==> src/dtt_pkg.sv <==
// Shared types and constants of the dedup target table.
// No dependencies.
`default_nettype none

package dtt_pkg;

    localparam int MaxTargets  = 64;
    localparam int AddrW       = $clog2(MaxTargets);
    localparam int CntW        = AddrW + 1;
    localparam int MaxVantages = 16;
    localparam int VAddrW      = $clog2(MaxVantages);
    localparam int VCntW       = VAddrW + 1;

    typedef enum logic [2:0] {
        OP_INGEST   = 3'd0,
        OP_ACTIVATE = 3'd1,
        OP_DONE     = 3'd2,
        OP_DWELL    = 3'd3,
        OP_QUERY    = 3'd4
    } op_t;

    localparam logic [1:0] ST_PENDING = 2'd0;
    localparam logic [1:0] ST_ACTIVE  = 2'd1;
    localparam logic [1:0] ST_DONE    = 2'd2;

    localparam logic CFG_DEDUP_RADIUS = 1'b0;
    localparam logic CFG_VISITED_TOL  = 1'b1;

    typedef struct packed {
        logic load;
        logic scan;
        logic commit;
    } dtt_cmd_t;

    typedef struct packed {
        logic scan_done;
        logic pipe_busy;
        logic out_free;
    } dtt_stat_t;

endpackage

`default_nettype wire

==> src/dtt_ctrl.sv <==
// Controller state machine of the dedup target table.
// Depends on dtt_pkg; drives the datapath through dtt_cmd_t.
`default_nettype none

module dtt_ctrl
    import dtt_pkg::*;
(
    input  wire logic      clk,
    input  wire logic      rst_n,
    input  wire logic      s_tvalid,
    output logic           s_tready,
    input  wire dtt_stat_t stat,
    output dtt_cmd_t       cmd
);

    typedef enum logic [3:0] {
        S_IDLE   = 4'b0001,
        S_SCAN   = 4'b0010,
        S_FLUSH  = 4'b0100,
        S_COMMIT = 4'b1000
    } state_t;

    state_t state_reg, state_next;

    // Sequence load, scan, flush and commit
    always_comb
    begin
        state_next = state_reg;
        cmd        = '0;
        s_tready   = 1'b0;
        case (state_reg)
            S_IDLE:
            begin
                s_tready = 1'b1;
                if (s_tvalid)
                begin
                    cmd.load   = 1'b1;
                    state_next = S_SCAN;
                end
            end
            S_SCAN:
            begin
                cmd.scan = 1'b1;
                if (stat.scan_done)
                    state_next = S_FLUSH;
            end
            S_FLUSH:
            begin
                if (!stat.pipe_busy)
                    state_next = S_COMMIT;
            end
            S_COMMIT:
            begin
                if (stat.out_free)
                begin
                    cmd.commit = 1'b1;
                    state_next = S_IDLE;
                end
            end
            default:
                state_next = S_IDLE;
        endcase
    end

    always_ff @(posedge clk or negedge rst_n)
    begin
        if (!rst_n)
            state_reg <= S_IDLE;
        else
            state_reg <= state_next;
    end

endmodule

`default_nettype wire

==> config.mk <==
export PLATFORM = sky130hd
export DESIGN_NAME = dtt_ctrl
export DESIGN_NICKNAME = d
export VERILOG_FILES = /design/src/dtt_pkg.sv /design/src/dtt_ctrl.sv
export SDC_FILE = /design/constraint.sdc
export NUM_CORES = 1
export LEC_CHECK = 0
export BUFFER_PORTS_ARGS = -buffer_cell sky130_fd_sc_hd__buf_2
export CAP_MARGIN = 20
export CORE_AREA = 10 10 47 49
export CTS_BUF_LIST = sky130_fd_sc_hd__clkbuf_4 sky130_fd_sc_hd__clkbuf_8
export CTS_CLUSTER_SIZE = 20
export DETAILED_ROUTE_END_ITERATION = 10
export DIE_AREA = 0 0 57 59
export SLEW_MARGIN = 20
export SYNTH_ARGS = -nofsm -noshare
export SYNTH_HDL_FRONTEND = slang
export SYNTH_SLANG_ARGS = --single-unit
==> constraint.sdc <==
create_clock -name clk -period 1.2 [get_ports clk]
set_input_delay 0.12 -clock clk [delete_from_list [all_inputs] [get_ports clk]]
set_output_delay 0.12 -clock clk [all_outputs]
set_load 0.05 [all_outputs]
Word level (Yosys, flattened, before mapping)
Index checks and enable logic that the tools add are counted.
{"block": "totals", "ff_bits": 4, "latchBits": 0, "ramBits": 0, "romBits": 0, "word_cells": 21, "n_memories": 0}
{"block": "classes", "add_sub_neg": 0, "n_mul": 0, "n_div": 0, "n_lt_le_gt_ge": 0, "eq_ne": 8, "shifts": 0, "n_mux": 11, "n_bitwise": 0, "n_reduce_logical": 1}
{"op": "$mux W4", "n": 4}
{"op": "$pmux W4 S4", "n": 1}
{"op": "$ne A2 B2 Y1 const B", "n": 4}
{"op": "$mux W1", "n": 6}
{"op": "$eq A4 B1 Y1 const B", "n": 1}
{"op": "$eq A4 B2 Y1 const B", "n": 1}
{"op": "$eq A4 B3 Y1 const B", "n": 1}
{"op": "$eq A4 B4 Y1 const B", "n": 1}
{"op": "$reduce_and A4 Y1", "n": 1}

Longest topological paths before layout
Gate-level depths: netlist of the first run.
{"block": "logic_depth", "depth_word": 3, "mapped_depth": 4, "mapped_depth_nobuf": 3}

Least setup slack after synthesis of the first run
No wires, ideal clock.
{"block": "synth_timing", "path_kind": "register to output", "start": "register state_reg[2]", "end": "output cmd[2] (netlist bit)", "t_arrival_ps": 2930, "required_time_ps": 1080, "path_slack_ps": -1850, "path_stages_with_launch": 4, "path_buffers": 1, "cell_sequence": "dfrtp_1 clkbuf_1 nor4b_1 and2_1"}
{"element": "from (decl)", "line_no": "dtt_ctrl.sv:23", "source": "state_t state_reg, state_next;"}
{"element": "from (signal assigned)", "line_no": "dtt_ctrl.sv:70", "source": "state_reg <= state_next;"}
{"element": "to (decl)", "line_no": "dtt_ctrl.sv:13", "source": "output dtt_cmd_t cmd"}

==> qor.csv, run 1 <==
stage;metric;value;unit
synthesis;Syn Nets;42;
sta;worst slew pin tran;0.225;ns
clock_network;clock buffer depth;2;
sta;Final WS setup;-0.261;ns
sta;final hold vios;0;
setup_path;crit path DAT;1.34;ns
global_routing;initial antenna violation count;0;
drt;Detailed Route WL;1.05;mm
synthesis;sequential fraction of the synthesis area;33.6;%
synthesis;Yosys warnings;0;
sta;Pins Over Slew Limit;0;
cells_and_area;Final Cell Area;663;um^2
setup_path;CP Max Fanout;4;
clock_network;CTS tree;built;
setup_path;worst-case reg-to-reg path depth;4;
setup_path;FF-to-FF setup slack;-0.23;ns
synthesis;dominant cells by area after synthesis;dfrtp_1 (25%), dfstp_2 (8.7%), nand3b_1 (7.5%);
clock_network;# H-tree levels;1;
worst_hold_path;Hold Path Origin;s_tvalid;
global_routing;first-pass GRT wire length;1.57;mm
clock_network;clk root buf;clkbuf_4;
sta;hold slack;0.225;ns
drt;Detail Route Antenna Nets;0;
flow_run;max cap viols;0;
synthesis;Unique masters post-synth;21;
setup_path;FF-to-FF End;state_reg[0]$_DFFE_PN1P_;
clock_network;clock-pin slew on the worst setup and hold paths;0.04;ns
worst_hold_path;Worst Hold End;state_reg[0]$_DFFE_PN1P_;
cells_and_area;area grow syn2layout;120;%
place;placed cell area;488;um^2
cells_and_area;final core utilization;47.3;%
cells_and_area;Final #Nets;72;
setup_path;Setup crit end kind;primary output;
drt;drt initial violations;6;
worst_hold_path;Hold WC Path Type;input port to flop;
clock_network;Clock Latency Late Sink;0.23;ns
floorplanning;Starting Density;21.5;%
global_routing;gr ovfl total;0;
drt;Avg WL per Cell;13.0;um
drt;# DRC;0;
synthesis;top-area cell type share of the netlist area;24.9;%
sta;maximum clock rate;685;MHz
place;pre-CTS setup slack;-0.139;ns
floorplanning;IO Pins;10;
power;total power;1.69;mW
place;IO Port Bufs;9;
sta;RSZ-0062 raised after global routing;yes;
floorplanning;die area;0.00336;mm^2
place;DP Wirelength;708;um
sta;relative slew slack;85.0;%
synthesis;Syn Area/Cell;8.38;um^2
sta;Setup-failing EPs final;6;
sta;Final period util;122;%
drt;number of detailed-route iterations in the first pass;2;
global_routing;largest net degree at the start of global routing;12;
cells_and_area;Final Non-Filler Cells;81;
sta;post-route setup TNS;-1.23;ns
synthesis;Post-Syn Instances;36;
setup_path;kind of critical path;flop to primary output;
cells_and_area;Filler cells;136;
floorplanning;Die H;59;um
setup_path;CP startpoint kind;flop;
setup_path;WP data required;1.08;ns
floorplanning;cell row count;14;
drt;vias post-DR;380;
power;maximum vdd drop;1180;uV
status;failing checks;setup timing;
floorplanning;core footprint;0.00140;mm^2
global_routing;vias in the first global route;365;
setup_path;worst reg2reg path startpoint;state_reg[2]$_DFFE_PN0P_;
place;final RePlAce weighted congestion;0.788;
power;pwr/cell area;2550;mW/mm^2
clock_network;clk sinks;4;
cells_and_area;Inserted Diodes;0;
clock_network;Inserted Clock Buffers;3;
cells_and_area;max reg flops;4;
synthesis;Yosys reg bits;4;
global_routing;All-Layer GR Usage;6.01;%
power;Leakage;0.301;nW
synthesis;Yosys top cell by area;dfrtp_1;
cells_and_area;share of cells above drive strength 1;63.1;%
place;Inst Count DP;69;
floorplanning;Die W;57;um
sta;Period minus WS final;1.46;ns
status;outcome;complete, but fails checks;
worst_hold_path;WHS Path Cells;3;
sta;Clock Skews;0.00501;ns
synthesis;Mapped Area;302;um^2
drt;Vias/cell;4.69;
==> how the worst max path moves through the flow <==
stage / from / to / slack, ns / cells past startpoint
6_report: state_reg[1]$_DFFE_PN0P_ / cmd[2] / -0.26 / 4
3_3_place_gp: state_reg[2]$_DFFE_PN0P_ / state_reg[0]$_DFFE_PN1P_ / -0.12 / 3
2_1_floorplan: state_reg[3]$_DFFE_PN0P_ / cmd[2] / -0.51 / 3
3_5_place_dp: state_reg[2]$_DFFE_PN0P_ / state_reg[0]$_DFFE_PN1P_ / -0.14 / 3
5_1_grt: state_reg[1]$_DFFE_PN0P_ / cmd[2] / -0.35 / 4
4_1_cts: state_reg[2]$_DFFE_PN0P_ / cmd[2] / -0.28 / 4
==> layout make-up <==
cell class	instances	area, um^2	area share (%)
Tap cell	16	20.0	3.02
Inverter	3	11.3	1.70
Multi-Input combinational cell	25	235	35.5
Clock buffer	4	30.0	4.53
Sequential cell	4	101	15.3
Timing Repair Buffer	29	265	40.0
==> kinds of logic after synthesis <==
family	count (synthesis)	share of synthesized area, %
and+or+nand+nor	16	36.1
DFF	4	33.6
AOI/OAI and AO/OA	8	18.3
buffers and inverters	7	9.13
xor gates and xnor gates	1	2.91
==> layout by cell type, fill, tap and decap left out, types with 2 or more instances in the layout <==
| master | n |
|---|---|
| nor2_1 | 2 |
| buf_8 | 2 |
| buf_6 | 8 |
| nor3b_1 | 2 |
| nor4b_4 | 2 |
| inv_1 | 3 |
| clkbuf_4 | 4 |
| dfrtp_1 | 3 |
| buf_2 | 5 |
| nand3b_1 | 3 |
| o21ai_0 | 2 |
| buf_4 | 12 |
==> metal layers <==
metal	global-route usage, %	part of all wire, %	vias up
li1	-	-	192
met1	4.99	35	182
met2	11.5	61	6
met3	3.65	3.9	0
met4	2.01	0	0
met5	0	0	-
==> synth_stat cells, drive strengths merged <==
cell    instances
a211o           1
a211oi          1
a21oi           1
a31oi           1
a32o            1
and2            1
and3b           1
buf             1
clkbuf          3
dfrtp           3
dfstp           1
inv             3
nand3b          3
nor2            2
nor3            3
nor3b           3
nor4b           2
o211ai          1
o21ai           2
or3b            1
xor2            1
==> report_power, final <==
part	internal, mW	total (mW)	switching [mW]
logic	0.688	1.25	0.566
clock network	0.147	0.201	0.0541
registers	0.195	0.233	0.0380
==> critical path, stage by stage (launching register included) <==
cell and delay (ns):
dfrtp_1 0.38, buf_6 0.13, nor4b_4 0.27, and2_4 0.19
buf_8 0.14
==> timing repair <==
item / 4_1_cts / 5_1_grt
buffers inserted: 4 / 3
setup endpoints to repair: 5 / 8
hold endpoints to repair: 4 / 0
gates resized for setup: 10 / 11
pin swaps: 4 / 8
hold buffers: 1 / 0
Power figures use the tool's default switching activity.
==> run 2: changes to the inputs <==
--- a/config.mk
+++ b/config.mk
@@ -5,7 +5,7 @@
 export SDC_FILE = /design/constraint.sdc
 export NUM_CORES = 1
 export LEC_CHECK = 0
-export BUFFER_PORTS_ARGS = -buffer_cell sky130_fd_sc_hd__buf_2
+export BUFFER_PORTS_ARGS = -buffer_cell sky130_fd_sc_hd__buf_4
 export CAP_MARGIN = 20
 export CORE_AREA = 10 10 47 49
 export CTS_BUF_LIST = sky130_fd_sc_hd__clkbuf_4 sky130_fd_sc_hd__clkbuf_8
==> run 2 against run 1 <==
  * The flow still finishes with violations (setup timing)
  * Worst setup slack worse by 0.0044 ns
  * Critical path depth stayed put
  * Global-route usage up 0.62 points
  * Critical path type unchanged
  * Largest cell class unchanged
  * Largest power group unchanged
==> qor.csv, run 2 (same netlist as run 1, synthesis figures left out) <==
stage;metric;value;unit;change
sta;RSZ-0062 raised after global routing;yes;;unchanged
worst_hold_path;Hold Path Origin;stat[2];;was s_tvalid
clock_network;Inserted Clock Buffers;3;;unchanged
cells_and_area;commonest non-fill, non-tap cell in the layout;buf_6;;was buf_4
drt;vias post-DR;376;;was 380
global_routing;Top Usage Layer GRT;met2;;unchanged
power;pwr/cell area;2680;mW/mm^2;was 2550 mW/mm^2
sta;Period minus WS final;1.47;ns;was 1.46 ns
clock_network;Clock Latency Late Sink;0.23;ns;about the same
setup_path;CP Max Fanout;3;;was 4
power;Leakage;0.299;nW;was 0.301 nW
cells_and_area;area grow syn2layout;124;%;was 120%
floorplanning;Die W;57;um;unchanged
sta;Clock Skews;0.000478;ns;was 0.00501 ns
worst_hold_path;Hold WC Path Type;input port to flop;;unchanged
drt;Detail Route Antenna Nets;0;;unchanged
cells_and_area;share of cells above drive strength 1;61.9;%;was 63.1%
setup_path;crit path DAT;1.35;ns;was 1.34 ns
drt;# DRC;0;;unchanged
floorplanning;Die H;59;um;unchanged
drt;Detailed Route WL;1.04;mm;was 1.05 mm
sta;Final WS setup;-0.265;ns;was -0.261 ns
setup_path;FF-to-FF setup slack;-0.19;ns;was -0.23 ns
cells_and_area;most frequent cells in the layout;buf_6 (12), buf_4 (11), clkbuf_4 (4);;was buf_4 (12), buf_6 (8), buf_2 (5)
setup_path;CP startpoint kind;flop;;unchanged
global_routing;gr ovfl total;0;;unchanged
flow_run;max cap viols;0;;unchanged
setup_path;kind of critical path;flop to primary output;;unchanged
clock_network;clock-pin slew on the worst setup and hold paths;0.04;ns;about the same
setup_path;worst reg2reg path startpoint;state_reg[1]$_DFFE_PN0P_;;was state_reg[2]$_DFFE_PN0P_
global_routing;met3 Use GR;3.43;%;was 3.65%
clock_network;clk sinks;4;;unchanged
status;outcome;complete, but fails checks;;unchanged
drt;number of detailed-route iterations in the first pass;2;;unchanged
place;IO Port Bufs;9;;unchanged
clock_network;CTS tree;built;;unchanged
clock_network;clock buffer depth;2;;unchanged
drt;Avg WL per Cell;13.1;um;was 13.0 um
floorplanning;core footprint;0.00140;mm^2;unchanged
place;pre-CTS setup slack;-0.147;ns;was -0.139 ns
sta;hold slack;0.197;ns;was 0.225 ns
cells_and_area;Inserted Diodes;0;;unchanged
status;failing checks;setup timing;;unchanged
sta;worst slew pin tran;0.232;ns;was 0.225 ns
setup_path;Critical Path Slowest Stage Cell;dfrtp_1;;unchanged
sta;Setup-failing EPs final;6;;unchanged
drt;Vias/cell;4.76;;was 4.69
global_routing;grt met2 use;11.3;%;was 11.5%
drt;drt initial violations;3;;was 6
cells_and_area;max reg flops;4;;unchanged
global_routing;All-Layer GR Usage;6.63;%;was 6.01%
global_routing;largest net degree at the start of global routing;10;;was 12
clock_network;clk root buf;clkbuf_4;;unchanged
cells_and_area;Final #Nets;70;;was 72
setup_path;WP data required;1.08;ns;about the same
power;maximum vdd drop;1370;uV;was 1180 uV
sta;maximum clock rate;682;MHz;was 685 MHz
global_routing;met1 usage;6.93;%;was 4.99%
global_routing;initial antenna violation count;0;;unchanged
setup_path;Critical Path Max Stage Delay;0.37;ns;was 0.38 ns
floorplanning;cell row count;14;;unchanged
place;final RePlAce weighted congestion;0.784;;was 0.788
setup_path;Setup crit end kind;primary output;;unchanged
global_routing;vias in the first global route;404;;was 365
setup_path;crit path cell chain;buf_6 > nor4b_4 > and2_4 > buf_8;;unchanged
floorplanning;Starting Density;21.5;%;unchanged
sta;Final period util;122;%;about the same
sta;Pins Over Slew Limit;0;;unchanged
clock_network;# H-tree levels;1;;unchanged
cells_and_area;Filler cells;142;;was 136
setup_path;Setup crit start;state_reg[1]$_DFFE_PN0P_;;unchanged
floorplanning;die area;0.00336;mm^2;unchanged
global_routing;first-pass GRT wire length;1.78;mm;was 1.57 mm
sta;relative slew slack;84.4;%;was 85.0%
place;DP Wirelength;739;um;was 708 um
floorplanning;IO Pins;10;;unchanged
sta;final hold vios;0;;unchanged
run 2: cell types whose count changed in the layout (fill, tap and decap cells not counted):
cell / delta
o21ai_0: -1
buf_2: -5
buf_4: -1
buf_6: +4
o21ai_1: +1
run 2: final timing paths:
kind,depth (start not counted),to
hold / removal,3,state_reg[2]$_DFFE_PN0P_
min in group asynchronous,2,state_reg[3]$_DFFE_PN0P_
max in group asynchronous,2,state_reg[0]$_DFFE_PN1P_
hold reg to reg,2,state_reg[2]$_DFFE_PN0P_
setup reg to reg,5,state_reg[0]$_DFFE_PN1P_
setup / recovery,4,cmd[2]
run 2: timing repair:
| action | 4_1_cts | 5_1_grt |
|---|---|---|
| setup endpoints to repair | 5 | 8 |
| pin swaps | 6 | 10 |
| setup buffers | 4 | 3 |
| hold buffers | 1 | 0 |
| endpoints found under the hold margin | 4 | 0 |
| gates resized for setup | 10 | 12 |
run 2: routing by layer:
layer / wire, um / vias up
met5: 0 / -
met4: 0 / 0
met3: 27 / 0
met2: 596 / 4
met1: 413 / 187
li1: - / 185
run 2: per-stage QoR:
step,std cells,cell area [um^2],TNS [ns],utilization (%),total power [mW]
after floorplan,36,357,-1.58,-,0.835
after global placement,67,495,-0.221,35.4,1.20
after detailed placement,67,495,-0.307,35.4,1.22
after CTS,76,599,-1.26,42.8,1.60
after global routing,79,676,-1.65,48.2,1.94
final,79,676,-1.13,48.2,1.81
run 2: critical path, delay by kind of cell, from the launching register on:
| kind | cells | cell delay [ns] |
|---|---|---|
| and+or+nand+nor | 2 | 0.47 |
| DFF | 1 | 0.37 |
| buffers and inverters | 2 | 0.26 |
run 2: area by class of cell:
cell class	instances	area [um^2]	share of cell area, %
Inverter	3	11.3	1.67
Sequential cell	4	101	15.0
Timing Repair Buffer	27	278	41.1
Tap cell	16	20.0	2.96
Multi-Input combinational cell	25	235	34.8
Clock buffer	4	30.0	4.44
run 2: power by group:
group	total [mW]	leakage, nW	internal, mW	switching (mW)
clock	0.207	0.0184	0.148	0.0596
sequential	0.223	0.0512	0.195	0.0285
combinational	1.38	0.229	0.783	0.595
total	1.81	0.299	1.13	0.683
